`config.mk`:
```
export PLATFORM = sky130hd
export DESIGN_NAME = rcpa_exec
export DESIGN_NICKNAME = d
export VERILOG_FILES = /design/src/rtl/core/refcounted_page_allocator_core_macros.svh /design/src/rtl/core/rcpa_pkg.sv /design/src/rtl/core/rcpa_exec.sv
export SDC_FILE = /design/constraint.sdc
export NUM_CORES = 1
export LEC_CHECK = 0
export ABC_AREA = 1
export CELL_PAD_IN_SITES_DETAIL_PLACEMENT = 2
export CELL_PAD_IN_SITES_GLOBAL_PLACEMENT = 2
export CORE_MARGIN = 5
export CORE_UTILIZATION = 28
export DETAILED_ROUTE_END_ITERATION = 8
export DONT_BUFFER_PORTS = 1
export PLACE_DENSITY_LB_ADDON = 0.1
export SLEW_MARGIN = 20
export SYNTH_ARGS = -nofsm -noshare
export SYNTH_HDL_FRONTEND = slang
export SYNTH_SLANG_ARGS = --single-unit
```
`constraint.sdc`:
```
create_clock -name vclk -period 2.6
set_input_delay 0.52 -clock vclk [all_inputs]
set_output_delay 0.52 -clock vclk [all_outputs]
set_load 0.1 [all_outputs]
```
`src/rtl/core/refcounted_page_allocator_core_macros.svh`:
```
// Assertion macros shared by the page allocator RTL.
// Each macro samples on clk and is disabled while rst_n is low.
`ifndef REFCOUNTED_PAGE_ALLOCATOR_CORE_MACROS_SVH
`define REFCOUNTED_PAGE_ALLOCATOR_CORE_MACROS_SVH

// Check a property on every rising clock edge outside reset.
`define RCPA_ASSERT(name, prop, msg) \
    name: assert property (@(posedge clk) disable iff (!rst_n) (prop)) else $error(msg);

// Check that a condition never holds outside reset.
`define RCPA_NEVER(name, cond, msg) \
    name: assert property (@(posedge clk) disable iff (!rst_n) !(cond)) else $error(msg);

`endif

```
`src/rtl/core/rcpa_pkg.sv`:
```
// Package for the page allocator: sizes, command and status codes, shared types.
// No dependencies; used by rcpa_exec and refcounted_page_allocator_core.
`timescale 1ns / 1ps
`default_nettype none

package rcpa_pkg;

    localparam int NUM_PAGES = 32768;
    localparam int PAGE_W    = $clog2(NUM_PAGES);
    localparam int FCNT_W    = $clog2(NUM_PAGES + 1);
    localparam int COUNT_W   = 16;

    localparam logic [FCNT_W-1:0]  FCNT_NUM  = FCNT_W'(NUM_PAGES);
    localparam logic [COUNT_W-1:0] COUNT_MAX = '1;
    localparam logic [COUNT_W-1:0] COUNT_ONE = COUNT_W'(1);

    typedef enum logic [1:0] {
        CMD_ALLOC  = 2'd0,
        CMD_FREE   = 2'd1,
        CMD_ADDREF = 2'd2,
        CMD_COPY   = 2'd3
    } cmd_t;

    typedef enum logic [1:0] {
        STAT_OK  = 2'd0,
        STAT_OOM = 2'd1,
        STAT_BAD = 2'd2
    } status_t;

    typedef enum logic [1:0] {
        ST_IDLE,
        ST_EXEC,
        ST_COPY2
    } state_t;

    // Item fields and lookup results captured at acceptance.
    typedef struct packed {
        cmd_t                cmd;
        logic [PAGE_W-1:0]   page;
        logic                managed;
        logic [COUNT_W-1:0]  cnt;
        logic [PAGE_W-1:0]   top_page;
        logic [FCNT_W-1:0]   free_count;
    } exec_in_t;

    // Decision of one command: result fields and state updates.
    typedef struct packed {
        logic [PAGE_W-1:0]   result_page;
        status_t             status;
        logic                need_copy;
        logic                released;
        logic                pop;
        logic                push;
        logic                cnt_we;
        logic [PAGE_W-1:0]   cnt_addr;
        logic [COUNT_W-1:0]  cnt_wdata;
        logic [COUNT_W-1:0]  defer_cnt;
    } exec_out_t;

    function automatic logic [FCNT_W-1:0] init_count(input logic [PAGE_W-1:0] first);
        logic [FCNT_W-1:0] fp;
        fp = FCNT_W'(first);
        init_count = (fp >= FCNT_NUM) ? '0 : (FCNT_NUM - fp);
    endfunction

endpackage

`default_nettype wire

```
`src/rtl/core/rcpa_exec.sv`:
```
// Command decision logic: turns a looked-up count and stack top into a result
// and the memory and pointer updates. Depends on rcpa_pkg.
`timescale 1ns / 1ps
`default_nettype none

module rcpa_exec (
    input  wire rcpa_pkg::exec_in_t  ein,
    output      rcpa_pkg::exec_out_t eout
);

    logic empty;

    assign empty = (ein.free_count == '0);

    always_comb
    begin
        eout             = '0;
        eout.status      = rcpa_pkg::STAT_OK;
        eout.cnt_addr    = ein.page;
        case (ein.cmd)
            rcpa_pkg::CMD_ALLOC:
            begin
                if (empty)
                begin
                    eout.status = rcpa_pkg::STAT_OOM;
                end
                else
                begin
                    eout.result_page = ein.top_page;
                    eout.pop         = 1'b1;
                    eout.cnt_we      = 1'b1;
                    eout.cnt_addr    = ein.top_page;
                    eout.cnt_wdata   = rcpa_pkg::COUNT_ONE;
                end
            end
            default:
            begin
                if (!ein.managed || ein.cnt == '0)
                begin
                    eout.status = rcpa_pkg::STAT_BAD;
                end
                else if (ein.cmd == rcpa_pkg::CMD_FREE)
                begin
                    eout.cnt_we    = 1'b1;
                    eout.cnt_wdata = ein.cnt - rcpa_pkg::COUNT_ONE;
                    if (ein.cnt == rcpa_pkg::COUNT_ONE && ein.free_count < rcpa_pkg::FCNT_NUM)
                    begin
                        eout.push     = 1'b1;
                        eout.released = 1'b1;
                    end
                end
                else if (ein.cmd == rcpa_pkg::CMD_ADDREF)
                begin
                    if (ein.cnt != rcpa_pkg::COUNT_MAX)
                    begin
                        eout.cnt_we    = 1'b1;
                        eout.cnt_wdata = ein.cnt + rcpa_pkg::COUNT_ONE;
                    end
                end
                else if (ein.cnt == rcpa_pkg::COUNT_ONE)
                begin
                    eout.result_page = ein.page;
                end
                else if (empty)
                begin
                    eout.status = rcpa_pkg::STAT_OOM;
                end
                else
                begin
                    eout.result_page = ein.top_page;
                    eout.need_copy   = 1'b1;
                    eout.pop         = 1'b1;
                    eout.cnt_we      = 1'b1;
                    eout.cnt_addr    = ein.top_page;
                    eout.cnt_wdata   = rcpa_pkg::COUNT_ONE;
                    eout.defer_cnt   = ein.cnt - rcpa_pkg::COUNT_ONE;
                end
            end
        endcase
    end

endmodule

`default_nettype wire

```
==> results of run 1 <==
[cell families after synthesis]
kind of cell	synth area share (%)
and+or+nand+nor	73.29
xor gates and xnor gates	5.512
AOI/OAI and AO/OA	7.809
buffers and inverters	10.76
adders and majority gates	2.625
[per-stage QoR]
step              setup slack (ns)  instances  cell area, um2  hold slack [ns]  setup TNS (ns)
global placement          -0.01395        558            3877            1.217         -0.1064
floorplan                  -0.5999        405            2313            1.142          -1.720
==> results.ini, run 1 <==
[synth]
synth_most_common_cell = nand2_1
syn_nets = 474
syn_area_per_cell_um2 = 4.708
synth_common_cells = nand2_1 (150), nand3_1 (64), nor2_1 (64)
synthCells = 405
synth_top_area_share_pct = 29.53
ys_types = 29
ys_seq_area_share_pct = 0
synth_top_cell_by_area = nand2_1
yosysWarnings = 0
yosys-top-cells-area = nand2_1 (30%), nand3_1 (17%), nor2_1 (13%)
synth_area_mm2 = 0.001907

[floorplan]
dieWidth_um = 92.53
io_pins = 134
fp-row-count = 30
fp.dieH_um = 92.53
start_util_pct = 28.38

[outcome]
lastStage = detailed placement (3_5_place_dp)
status = did not finish
stop_error = [ERROR DPL-0033] detailed placement checks failed during check placement.

[placed_design]
port-buffer-count = 0
routabilityCongestion = 0.8091
dp.final_hpwl_um = 11050

==> run 2, diff against run 1 <==
--- a/config.mk
+++ b/config.mk
@@ -6,13 +6,11 @@
 export NUM_CORES = 1
 export LEC_CHECK = 0
 export ABC_AREA = 1
-export CELL_PAD_IN_SITES_DETAIL_PLACEMENT = 2
-export CELL_PAD_IN_SITES_GLOBAL_PLACEMENT = 2
 export CORE_MARGIN = 5
-export CORE_UTILIZATION = 28
+export CORE_UTILIZATION = 40
 export DETAILED_ROUTE_END_ITERATION = 8
 export DONT_BUFFER_PORTS = 1
-export PLACE_DENSITY_LB_ADDON = 0.1
+export PLACE_DENSITY_LB_ADDON = 0.15
 export SLEW_MARGIN = 20
 export SYNTH_ARGS = -nofsm -noshare
 export SYNTH_HDL_FRONTEND = slang
==> run 2 against run 1 <==
Compared with the run above: the run now ends clean; synthesized area is the same; synthesized cell count did not move.
==> results.ini, run 2 <==
[synth]
syn_area_per_cell_um2 = 4.708
synth_most_common_cell = nand2_1
synthCells = 405
ys_seq_area_share_pct = 0
synth_common_cells = nand2_1 (150), nand3_1 (64), nor2_1 (64)
ys_types = 29
syn_nets = 474
yosys-top-cells-area = nand2_1 (30%), nand3_1 (17%), nor2_1 (13%)
synth_area_mm2 = 0.001907
synth_top_cell_by_area = nand2_1
yosysWarnings = 0
synth_top_area_share_pct = 29.53

[critical_path]
critPathArrivalTime_ns = 1.96
crit_required_ns = 2.08
worstPathMaxFanout = 15
endpoint_kind = output pin
crit_path_start_kind = input port
crit_start = ein[39]
worstSetupPathType = input port to output pin

[cells_and_area]
layout_common_cells = nand2_1 (138), buf_12 (67), nand3_1 (54), nor2_1 (40)
finalNetCount = 543
final_common_cell = nand2_1
postLayoutCellArea_mm2 = 0.003790
nClkBuffers = 0
design.seq.count = 0
ff_latch_area_um2 = 0
antenna_cells = 0
multi_input_area_mm2 = 0.002127
post-route-util_pct = 81.32
fill_cells = 297
syn_to_final_growth_pct = 98.75
drive_gt1_share_pct = 36.44
final_cells = 526

[placed_design]
dp.final_hpwl_um = 7063
dp.cells = 526
dpl_cell_area_mm2 = 0.003750
port-buffer-count = 0
routabilityCongestion = 0.9285

[global_route]
top_usage_layer = met2
grt.met1_usage_pct = 29.22
grt_max_degree = 30
gr-total-overflow = 0
antenna_found_initial = 0
grt_first_pass_wirelength_um = 13320
track_usage_pct = 25.53
grt_pass1_vias = 2908
met3_usage_pct = 6.122
grt_util_met2_pct = 45.88

[pwr]
switching_share_pct = 68.26
finalPower_uw = 1206
seqPwrFrac_pct = 0
leakage_uw = 0.001744
clkPwrFrac_pct = 0
p_comb_share_pct = 100.0
powerDensity_mw_per_mm2 = 318.3
max-vdd-ir-drop_uv = 229.0
p_sw_uw = 823.5
intPower_uw = 382.9

[hold_path]
min-delay-start = ein[31]
hold_class = input port to output pin
holdPathEnd = eout[0]
hold_depth = 2

[drt]
drtPass1Iterations = 5
first_iter_violations = 282
via_per_inst = 5.892
vias = 3099
drc = 0
wire_per_inst_um = 16.28
wirelength_um = 8564
drtAntennaViolNets = 0

[sta]
finalHoldViolCount = 0
slew_viol_final = 0
rsz0062_at_grt = no
setup_viol = 0
max_freq_mhz = 403.1
period_needed_ns = 2.481
tightestPinTransition_ns = 0.4432
slew-limit-headroom_pct = 70.22
finalCritPeriodShare_pct = 95.42

[clock_network]
postCtsSetupBuffers = 0

[floorplan]
io_pins = 134
core_area_mm2 = 0.004661
fp.dieH_um = 79.05
start_util_pct = 40.91
dieWidth_um = 79.05
fp-row-count = 25
dieArea_mm2 = 0.006248

[outcome]
status = finished clean

[job]
maxCapViolations = 0

[run 2: what timing repair did]
action,CTS,global route
setup endpoints to repair,24,12
hold buffers,0,0
endpoints found under the hold margin,0,0
gates resized for setup,1,7
[run 2: power groups by stage]
stage	logic (uW)	registers (uW)	clock network, uW
floorplan	811	0	0
global placement	1180	0	0
detailed placement	1200	0	0
CTS	1200	0	0
global route	1240	0	0
finish	1210	0	0
[run 2: per-stage QoR]
stage / hold WS (ns) / worst slack (ns) / setup TNS, ns
floorplan: 1.142 / -0.5999 / -1.720
global placement: 1.218 / 0.02748 / 0
detailed placement: 1.218 / -0.04612 / -0.3200
CTS: 1.218 / 0.001390 / 0
global route: 1.221 / 0.006010 / 0
finish: 1.217 / 0.1190 / 0
[run 2: layout make-up]
class / instances / share of cell area (%)
inverter: 30 / 3.004
multi-input combinational: 359 / 56.12
timing repair buffer: 83 / 39.09
tap: 54 / 1.783
[run 2: metal layers]
metal	wire length (um)	up-vias
met3	969	30
met5	0	-
met2	4378	222
met4	223	0
met1	2992	1417
li1	-	1430
[run 2: worst max-delay path by stage]
| stage | endpoint | slack (ns) | depth (start not counted) |
|---|---|---|---|
| floorplan | eout[50] | -0.60 | 8 |
| global placement | eout[45] | 0.03 | 10 |
| detailed placement | eout[44] | -0.05 | 10 |
| CTS | eout[30] | 0.001 | 10 |
| global route | eout[30] | 0.006 | 11 |
| finish | eout[44] | 0.12 | 10 |
[run 2: logic make-up (layout without fill, tap and decap cells)]
kind of cell    count (synthesis)  in the layout  share of synthesized area, %
buf+inv                        46            113                         10.76
simple gates                  315            315                         73.29
fa+ha+maj                       4              4                         2.625
compound gates                 28             28                         7.809
xor+xnor                       12             12                         5.512
[run 2: worst max-delay path, stage by stage]
cell and delay (ns):
nor2_1 0.23, nand2_2 0.12, nor2_4 0.18, nand2_4 0.10, buf_4 0.21, nand3_1 0.11, nand2_1 0.05, nand2_1 0.13
nand3_2 0.12, buf_12 0.18
No activity file was read; power rests on OpenSTA's default activity.
==> run 3, diff against run 2 <==
--- a/config.mk
+++ b/config.mk
@@ -11,6 +11,7 @@
 export DETAILED_ROUTE_END_ITERATION = 8
 export DONT_BUFFER_PORTS = 1
 export PLACE_DENSITY_LB_ADDON = 0.15
+export SETUP_SLACK_MARGIN = 0.3
 export SLEW_MARGIN = 20
 export SYNTH_ARGS = -nofsm -noshare
 export SYNTH_HDL_FRONTEND = slang
==> run 3 against run 2 <==
Compared with the run above: the run now fails in global routing (5_1_grt); synthesized cell count is the same; synthesized area is the same.
==> results.ini, run 3 <==
[outcome]
stop_error = [ERROR DPL-0038] Utilization greater than 100%, impossible to legalize
status = did not finish
lastStage = global routing (5_1_grt)

[placed_design]
port-buffer-count = 0
pre_cts_ws_ns = 0.03599
dpl_cell_area_mm2 = 0.003998
dp.cells = 526
dp.final_hpwl_um = 7305
routabilityCongestion = 0.9518

[floorplan]
fp-row-count = 25
start_util_pct = 40.91
dieWidth_um = 79.05
fp.dieH_um = 79.05
io_pins = 134

[synth]
ys_seq_area_share_pct = 0
synth_common_cells = nand2_1 (150), nand3_1 (64), nor2_1 (64)
yosysWarnings = 0
synth_top_cell_by_area = nand2_1
yosys-top-cells-area = nand2_1 (30%), nand3_1 (17%), nor2_1 (13%)
synth_area_mm2 = 0.001907
syn_area_per_cell_um2 = 4.708
synth_most_common_cell = nand2_1
synthCells = 405
synth_top_area_share_pct = 29.53
ys_types = 29
syn_nets = 474

[global_route]
grt_max_degree = 34

[sta]
worst_path_end_type = output port
repair-timing-grt-worst-ep = eout[16]

==> run 3: cell counts after synthesis <==
Identical to the previous run, type by type.
==> run 3: what timing repair did <==
item,CTS
pin swaps,22
setup buffers,12
endpoints found under the setup margin,67
cloned,2
hold buffers,0
gates resized for setup,52
==> run 3: logic make-up after synthesis <==
group	after synthesis	share of synthesized area (%)
AND/OR/NAND/NOR	315	73.29
buffers and inverters	46	10.76
AO/OA/AOI/OAI	28	7.809
XOR/XNOR	12	5.512
adder cells (fa/ha/maj)	4	2.625
==> run 3: stage by stage <==
stage,TNS (ns),hold slack (ns)
after CTS,0,1.217
after detailed placement,0,1.217
after global placement,0,1.217
after floorplan,-1.314,1.142
